===== src/sv/lzss_bit_decoder_assert.svh =====
// Assertion macros shared by the LZSS bit decoder modules.
`ifndef LZSS_BIT_DECODER_ASSERT_SVH
`define LZSS_BIT_DECODER_ASSERT_SVH

// Implication checked on every clock edge outside reset; expects clk and arst_n in scope.
`define LBD_ASSERT_IMP(lbl, ante, cons, msg) \
	lbl: assert property (@(posedge clk) disable iff (!arst_n) (ante) |-> (cons)) \
		else $error(msg);

// Invariant checked on every clock edge outside reset.
`define LBD_ASSERT_ALWAYS(lbl, expr, msg) \
	lbl: assert property (@(posedge clk) disable iff (!arst_n) (expr)) \
		else $error(msg);

`endif


===== src/sv/lbd_pkg.sv =====
// Shared constants, status codes and controller/datapath interface types.
package lbd_pkg;

	localparam int OFFSET_BITS_DEF = 13;
	localparam int LENGTH_BITS_DEF = 4;
	localparam int BYTE_W          = 8;
	localparam int SIZE_W          = 32;
	localparam int LEN_BIAS        = 3;
	localparam int MAX_RESULTS     = 19;
	localparam int RES_CNT_W       = $clog2(MAX_RESULTS + 1);

	typedef enum logic [1:0] {
		ST_RUNNING  = 2'd0,
		ST_OK       = 2'd1,
		ST_OVERFLOW = 2'd2,
		ST_MISMATCH = 2'd3
	} status_t;

	typedef struct packed {
		logic load;       // take the input request
		logic feed;       // consume one stream bit
		logic copy_rd;    // read one history byte for a match
		logic copy_emit;  // emit the history byte read by copy_rd
		logic flush;      // close out the request's results
	} lbd_cmd_t;

	typedef struct packed {
		logic finished;
		logic copy_pending;
		logic bits_avail;
		logic n_full;
		logic room;
		logic out_free;
	} lbd_sts_t;

endpackage


===== src/sv/lbd_ctrl.sv =====
// Sequencing state machine for the LZSS bit decoder.
`include "lzss_bit_decoder_assert.svh"

module lbd_ctrl (
	input  logic              clk,
	input  logic              arst_n,
	input  logic              in_valid,
	output logic              in_ready,
	input  lbd_pkg::lbd_sts_t sts,
	output lbd_pkg::lbd_cmd_t cmd
);

	typedef enum logic [3:0] {
		S_IDLE  = 4'b0001,
		S_RUN   = 4'b0010,
		S_COPY  = 4'b0100,
		S_FLUSH = 4'b1000
	} state_t;

	state_t state_q, state_d;

	always_ff @(posedge clk or negedge arst_n) begin
		if (!arst_n) begin
			state_q <= S_IDLE;
		end else begin
			state_q <= state_d;
		end
	end

	always_comb begin
		state_d  = state_q;
		cmd      = '0;
		in_ready = 1'b0;
		unique case (state_q)
			S_IDLE: begin
				in_ready = 1'b1;
				if (in_valid) begin
					cmd.load = 1'b1;
					state_d  = S_RUN;
				end
			end
			S_RUN: begin
				// match bytes go before stream bits; both stop at the per-request cap
				priority if (sts.finished) begin
					state_d = S_FLUSH;
				end else if (sts.copy_pending) begin
					if (sts.n_full) begin
						state_d = S_FLUSH;
					end else begin
						cmd.copy_rd = 1'b1;
						state_d     = S_COPY;
					end
				end else if (sts.n_full) begin
					state_d = S_FLUSH;
				end else if (sts.bits_avail) begin
					if (sts.room) begin
						cmd.feed = 1'b1;
					end
				end else begin
					state_d = S_FLUSH;
				end
			end
			S_COPY: begin
				if (sts.room) begin
					cmd.copy_emit = 1'b1;
					state_d       = S_RUN;
				end
			end
			S_FLUSH: begin
				if (sts.out_free) begin
					cmd.flush = 1'b1;
					state_d   = S_IDLE;
				end
			end
			default: begin
				state_d = S_IDLE;
			end
		endcase
	end

	`LBD_ASSERT_IMP(a_emit_has_room, cmd.feed || cmd.copy_emit, sts.room, "result without room")
	`LBD_ASSERT_IMP(a_flush_out_free, cmd.flush, sts.out_free, "flush into busy output")

endmodule


===== config.mk =====
export PLATFORM = sky130hd
export DESIGN_NAME = lbd_ctrl
export DESIGN_NICKNAME = d
export VERILOG_FILES = /design/src/sv/lbd_pkg.sv /design/src/sv/lbd_ctrl.sv
export VERILOG_INCLUDE_DIRS = /design/src /design/src/sv
export SDC_FILE = /design/constraint.sdc
export NUM_CORES = 1
export LEC_CHECK = 0
export ABC_CLOCK_PERIOD_IN_PS = 1550
export BUFFER_PORTS_ARGS = -buffer_cell sky130_fd_sc_hd__buf_2
export CORE_AREA = 10 10 47 49
export DETAILED_ROUTE_END_ITERATION = 10
export DIE_AREA = 0 0 57 59
export HOLD_SLACK_MARGIN = 0.03
export SYNTH_ARGS = -nofsm -noshare
export SYNTH_HDL_FRONTEND = slang
export SYNTH_SLANG_ARGS = --single-unit

===== constraint.sdc =====
create_clock -name clk -period 1.55 [get_ports clk]
set_input_delay 0.0775 -clock clk [delete_from_list [all_inputs] [get_ports clk]]
set_output_delay 0.0775 -clock clk [all_outputs]
set_load 0.02 [all_outputs]

==> results.toml, run 1 <==
[power_and_ir_drop]
p_total_w = 0.000564
powerDensity_nw_per_um2 = 1380
max-vdd-ir-drop_uv = 454
p_leak_nw = 0.196

[yosys]
synth_mux_area_share_pct = 0
ys_warn_count = 0
ys_seq_area_share_pct = 35.7
synth_simple_gate_area_share_pct = 36.1
synth_xor_area_share_pct = 0
syn_area_per_cell_um2 = 8.11
synth-compound-area-share_pct = 21.1
synth_nets = 44
synth_fa_ha_area_share_pct = 0
synthCells = 35
yosys_register_bits = 4
synth_top_family_by_area = "simple AND/OR/NAND/NOR gates"
netlist_area_um2 = 284
synth_cell_type_count = 23

[floorplanning]
fp.dieH_um = 59
initial_utilization_pct = 20.3
rows = 14
dieArea_um2 = 3360
dieWidth_um = 57
coreArea_um2 = 1400
ios = 15

[sta]
timing_hold_violations_final = 0
slew_viol_final = 0
worst_pin_slew_ps = 313
setup_violations = 0
timing.hold.ws_ps = 66.5
min_period_ps = 1470
fmaxAchievable_ghz = 0.682
relSlewSlack_pct = 78.9
period_share_pct = 94.6
fin_skew_ps = 6.71
rsz0062_at_grt = "false"
fin_tns_setup_ps = 0

[drt]
dr.pass1.iters = 2
num_vias = 319
wire_per_inst_um = 12.4
drt.antenna.violating_nets = 0
via_per_inst = 4.62
drc = 0
wirelength_um = 855
drt_iter0_drc = 1

[global_route]
grt_pass1_wl_mm = 1.44
grt_start_max_net_pins = 11
gr-usage-all-layers_pct = 5.54
antenna_found_initial = 0
gr-total-overflow = 0
first_global_vias = 339

[placed_design]
port_buffers = 14
place_congestion = 0.713
placed_cell_area_um2 = 369
dpl.hpwl_um = 664

[cells_and_area]
drive_above_1_share_pct = 43.4
syn_to_final_growth_pct = 44.1
nNetsFinal = 63
fin_util_pct = 29.2
largest_register_ffs = 4
insertedDiodeCount = 0
finalInstanceArea_um2 = 409
reg_top3 = "state_q (4)"
regMostFlops = "state_q"

[worst_setup_path]
setup.worst_path.end = "cmd[4]"
arrival_ps = 1390
start_kind = "flip-flop"
crit_fanout = 6
r2r_cells = 3
critPathKind = "flip-flop to primary output"
reg2reg_from = "state_q[3]"
cp.required_ps = 1470
regToRegSetupSlack_ps = 390
reg2reg_to = "state_q[0]"
crit_start = "state_q[0]"
critPathCaptureType = "primary output"

[clock_network]
cts_made_buffers = 3
htree_levels = 1
clkTransAtPathRegs_ps = 40
cts_setup_buffers = 0
cts.path.max_buffers = 2
clock-root-buffer = "clkbuf_4"
numClockSinks = 4
worstSkewPairLatency_ps = 250
cts_tree = "built"

[worst_hold_path]
hold_path_depth = 2
hold_class = "primary input to flip-flop"

[run_status]
outcome = "complete, no violations"

[run]
maxCapViolCount = 0
metal layers:
| metal | vias to the layer above | GRT usage [%] | wire (um) |
|---|---|---|---|
| li1 | 167 | - | - |
| met2 | 7 | 9.15 | 429 |
| met3 | 2 | 4.29 | 78 |
| met5 | - | 0 | 0 |
| met1 | 143 | 4.78 | 338 |
| met4 | 0 | 3.02 | 9 |
cells in the final DEF (no fill, tap or decap):
master,count
and3_1,1
a211o_2,1
and4_1,2
nor4_1,1
nand3_1,1
nor2_1,5
clkbuf_4,3
o311ai_0,1
clkbuf_1,1
dfrtp_2,3
buf_2,14
nor3_1,2
nand2_1,1
a32o_1,1
o21ai_0,2
a31oi_1,1
dfstp_2,1
a211oi_1,1
dlygate4sd3_1,1
or3_1,1
inv_1,3
o21bai_1,1
nor3b_1,1
inv_2,1
nor2b_1,1
nand3b_1,2
layout make-up:
class	instances	area, um^2
Fill cell	162	992
Multi-Input combinational cell	26	163
Sequential cell	4	105
Timing Repair Buffer	15	80.1
Clock buffer	4	26.3
Tap cell	16	20.0
Inverter	4	15.0
power by group:
part           leakage, nW  internal [W]  switching, W
Combinational        0.135     0.0000932      0.000116
Clock               0.0150     0.0000974     0.0000549
Sequential          0.0465      0.000146     0.0000566
worst min-delay path by stage:
| stage | startpoint | to |
|---|---|---|
| after detailed placement | arst_n | state_q[3] |
| after floorplan | arst_n | state_q[1] |
| final | sts[1] | state_q[2] |
| after global routing | sts[1] | state_q[2] |
| after global placement | arst_n | state_q[2] |
| after CTS | sts[1] | state_q[2] |
repair_timing:
item / 4_1_cts / 5_1_grt
setup endpoints to repair: 0 / 2
gates resized for setup: 0 / 3
hold endpoints to repair: 4 / 0
hold buffers: 1 / 0
worst max-delay path: stages, from the launching register on:
cell      delay (ps)
dfstp_2          580
nand3b_1         120
nor3_1           230
buf_2            220
cell usage after synthesis, drive strengths merged:
library cell / instances / share of area, %
a211o: 1 / 3.5
a211oi: 1 / 2.6
a31oi: 1 / 2.2
a32o: 1 / 3.5
and3: 1 / 2.2
and4: 2 / 6.2
buf: 1 / 1.8
dfrtp: 3 / 26
dfstp: 1 / 9.3
inv: 4 / 5.3
nand2: 1 / 1.3
nand3: 1 / 1.8
nand3b: 2 / 5.3
nor2: 5 / 6.6
nor2b: 1 / 2.2
nor3: 2 / 3.5
nor3b: 1 / 2.6
nor4: 1 / 2.2
o21ai: 2 / 3.5
o21bai: 1 / 2.6
o311ai: 1 / 3.1
or3: 1 / 2.2
kinds of logic (layout without fill, tap and decap cells):
logic type / count (synthesis) / after routing
flip-flops: 4 / 4
AND/OR/NAND/NOR: 18 / 18
AO/OA/AOI/OAI: 8 / 8
buffers and inverters: 5 / 23
per-stage QoR:
| step | setup slack [ps] | std cells |
|---|---|---|
| global route | 7.42 | 69 |
| global placement | 334 | 64 |
| detailed placement | 340 | 64 |
| CTS | 63.7 | 69 |
| finish | 84.3 | 69 |
| floorplan | 141 | 35 |
(Power assumes the default switching activity.)
==> inputs of run 2 (changes only) <==
--- a/constraint.sdc
+++ b/constraint.sdc
@@ -3,2 +3,2 @@
 set_output_delay 0.0775 -clock clk [all_outputs]
-set_load 0.02 [all_outputs]
+set_load 0.05 [all_outputs]
==> results.toml, run 2 (synthesis gave the netlist of run 1 again) <==
[run_status]
outcome = "complete, no violations"

[worst_setup_path]
reg2reg_from = "state_q[1]"
regToRegSetupSlack_ps = 260
crit_start = "state_q[0]"
reg2reg_to = "state_q[3]"
critPathKind = "flip-flop to primary output"
start_kind = "flip-flop"
arrival_ps = 1410
cp.required_ps = 1470
r2r_cells = 3
critPathCaptureType = "primary output"
crit_fanout = 6

[cells_and_area]
reg_top3 = "state_q (4)"
largest_register_ffs = 4
final_cells = 73
nNetsFinal = 67
insertedDiodeCount = 0
drive_above_1_share_pct = 56.1
syn_to_final_growth_pct = 67.0
regMostFlops = "state_q"
final_cell_mix = "11 x buf_2, 5 x buf_4, 4 x nor2_1, 4 x clkbuf_4"
final_common_cell = "buf_2"

[clock_network]
clock-root-buffer = "clkbuf_4"
cts.path.max_buffers = 2
worstSkewPairLatency_ps = 230
cts_made_buffers = 3
numClockSinks = 4
htree_levels = 1
cts_tree = "built"
clkTransAtPathRegs_ps = 40

[power_and_ir_drop]
max-vdd-ir-drop_uv = 642
swShare_pct = 43.7
p_seq_share_pct = 28.5
p_int_w = 0.000390
p_clk_share_pct = 20.1
power.switching_w = 0.000303
pwr-share-comb_pct = 51.4
p_leak_nw = 0.223
powerDensity_nw_per_um2 = 1460

[placed_design]
place_inst = 64
dpl.hpwl_um = 681
place_congestion = 0.689
pre_cts_ws_ps = 180
port_buffers = 14

[sta]
timing_hold_violations_final = 0
fmaxAchievable_ghz = 0.671
slew_viol_final = 0
setup_violations = 0
worst_pin_slew_ps = 294
min_period_ps = 1490
relSlewSlack_pct = 80.1
timing.final.ws_setup_ps = 59.7
fin_skew_ps = 3.64
period_share_pct = 96.1
timing.hold.ws_ps = 66.1

[drt]
num_vias = 330
wirelength_um = 874
via_per_inst = 4.52
drc = 0
drt_iter0_drc = 5
drt.antenna.violating_nets = 0
dr.pass1.iters = 2
wire_per_inst_um = 12.0

[global_route]
first_global_vias = 315
grtUsageMet2_pct = 6.36
grt_pass1_wl_mm = 1.33
antenna_found_initial = 0
gr-total-overflow = 0
top_usage_layer = "met2"
gr-usage-all-layers_pct = 4.84
met3_usage_pct = 4.08
use_met1_pct = 5.83
grt_start_max_net_pins = 11

[run]
maxCapViolCount = 0

[worst_hold_path]
hold_class = "primary input to flip-flop"
hold_path_depth = 2
whs_endpoint = "state_q[2]"
holdCritStartpoint = "sts[1]"

[floorplanning]
ios = 15
coreArea_um2 = 1400
dieWidth_um = 57
fp.dieH_um = 59
rows = 14
initial_utilization_pct = 20.3
dieArea_um2 = 3360
## run 2: through the flow
stage	cell area, um^2	power, W	util [%]	TNS, ps
2_1_floorplan	300	0.000421	-	-131
3_5_place_dp	385	0.000499	27.5	0
4_1_cts	428	0.000661	30.5	0
5_1_grt	474	0.000747	33.8	-3.96
6_report	474	0.000694	33.8	0
3_3_place_gp	385	0.000497	27.5	0
## run 2: worst max-delay path, cell delays in order, from the launching register on
cell     delay [ps]
dfstp_2         580
inv_1            90
nor4_2          270
buf_4           240
## run 2: final cells by class
type / count / area [um^2]
Multi-Input combinational cell: 26 / 186
Tap cell: 16 / 20.0
Sequential cell: 4 / 105
Fill cell: 169 / 927
Timing Repair Buffer: 19 / 121
Inverter: 4 / 15.0
Clock buffer: 4 / 26.3
## run 2: worst max path at each step
stage                     to  slack, ps
floorplan           in_ready       -130
global placement      cmd[3]        210
detailed placement    cmd[3]        180
CTS                   cmd[3]         10
global route        in_ready         -3
finish              in_ready         60
## run 2: per-layer routing
layer | vias up | routed length (um)
met5 | - | 0
met3 | 0 | 73
li1 | 175 | -
met4 | 0 | 0
met2 | 10 | 379
met1 | 145 | 422
## run 2: power groups by stage
| stage | Sequential [W] | Clock, W | Combinational [W] |
|---|---|---|---|
| 2_1_floorplan | 0.000187 | 0 | 0.000234 |
| 3_3_place_gp | 0.000204 | 0 | 0.000293 |
| 3_5_place_dp | 0.000205 | 0 | 0.000294 |
| 4_1_cts | 0.000207 | 0.000147 | 0.000308 |
| 5_1_grt | 0.000202 | 0.000162 | 0.000383 |
| 6_report | 0.000198 | 0.000140 | 0.000356 |
## run 2: what timing repair did
action / CTS / global route
resized for setup: 3 / 6
setup buffers: 0 / 4
endpoints found under the hold margin: 4 / 0
endpoints found under the setup margin: 2 / 4
cloned: 0 / 0
pin swaps: 0 / 1
hold buffers: 1 / 0
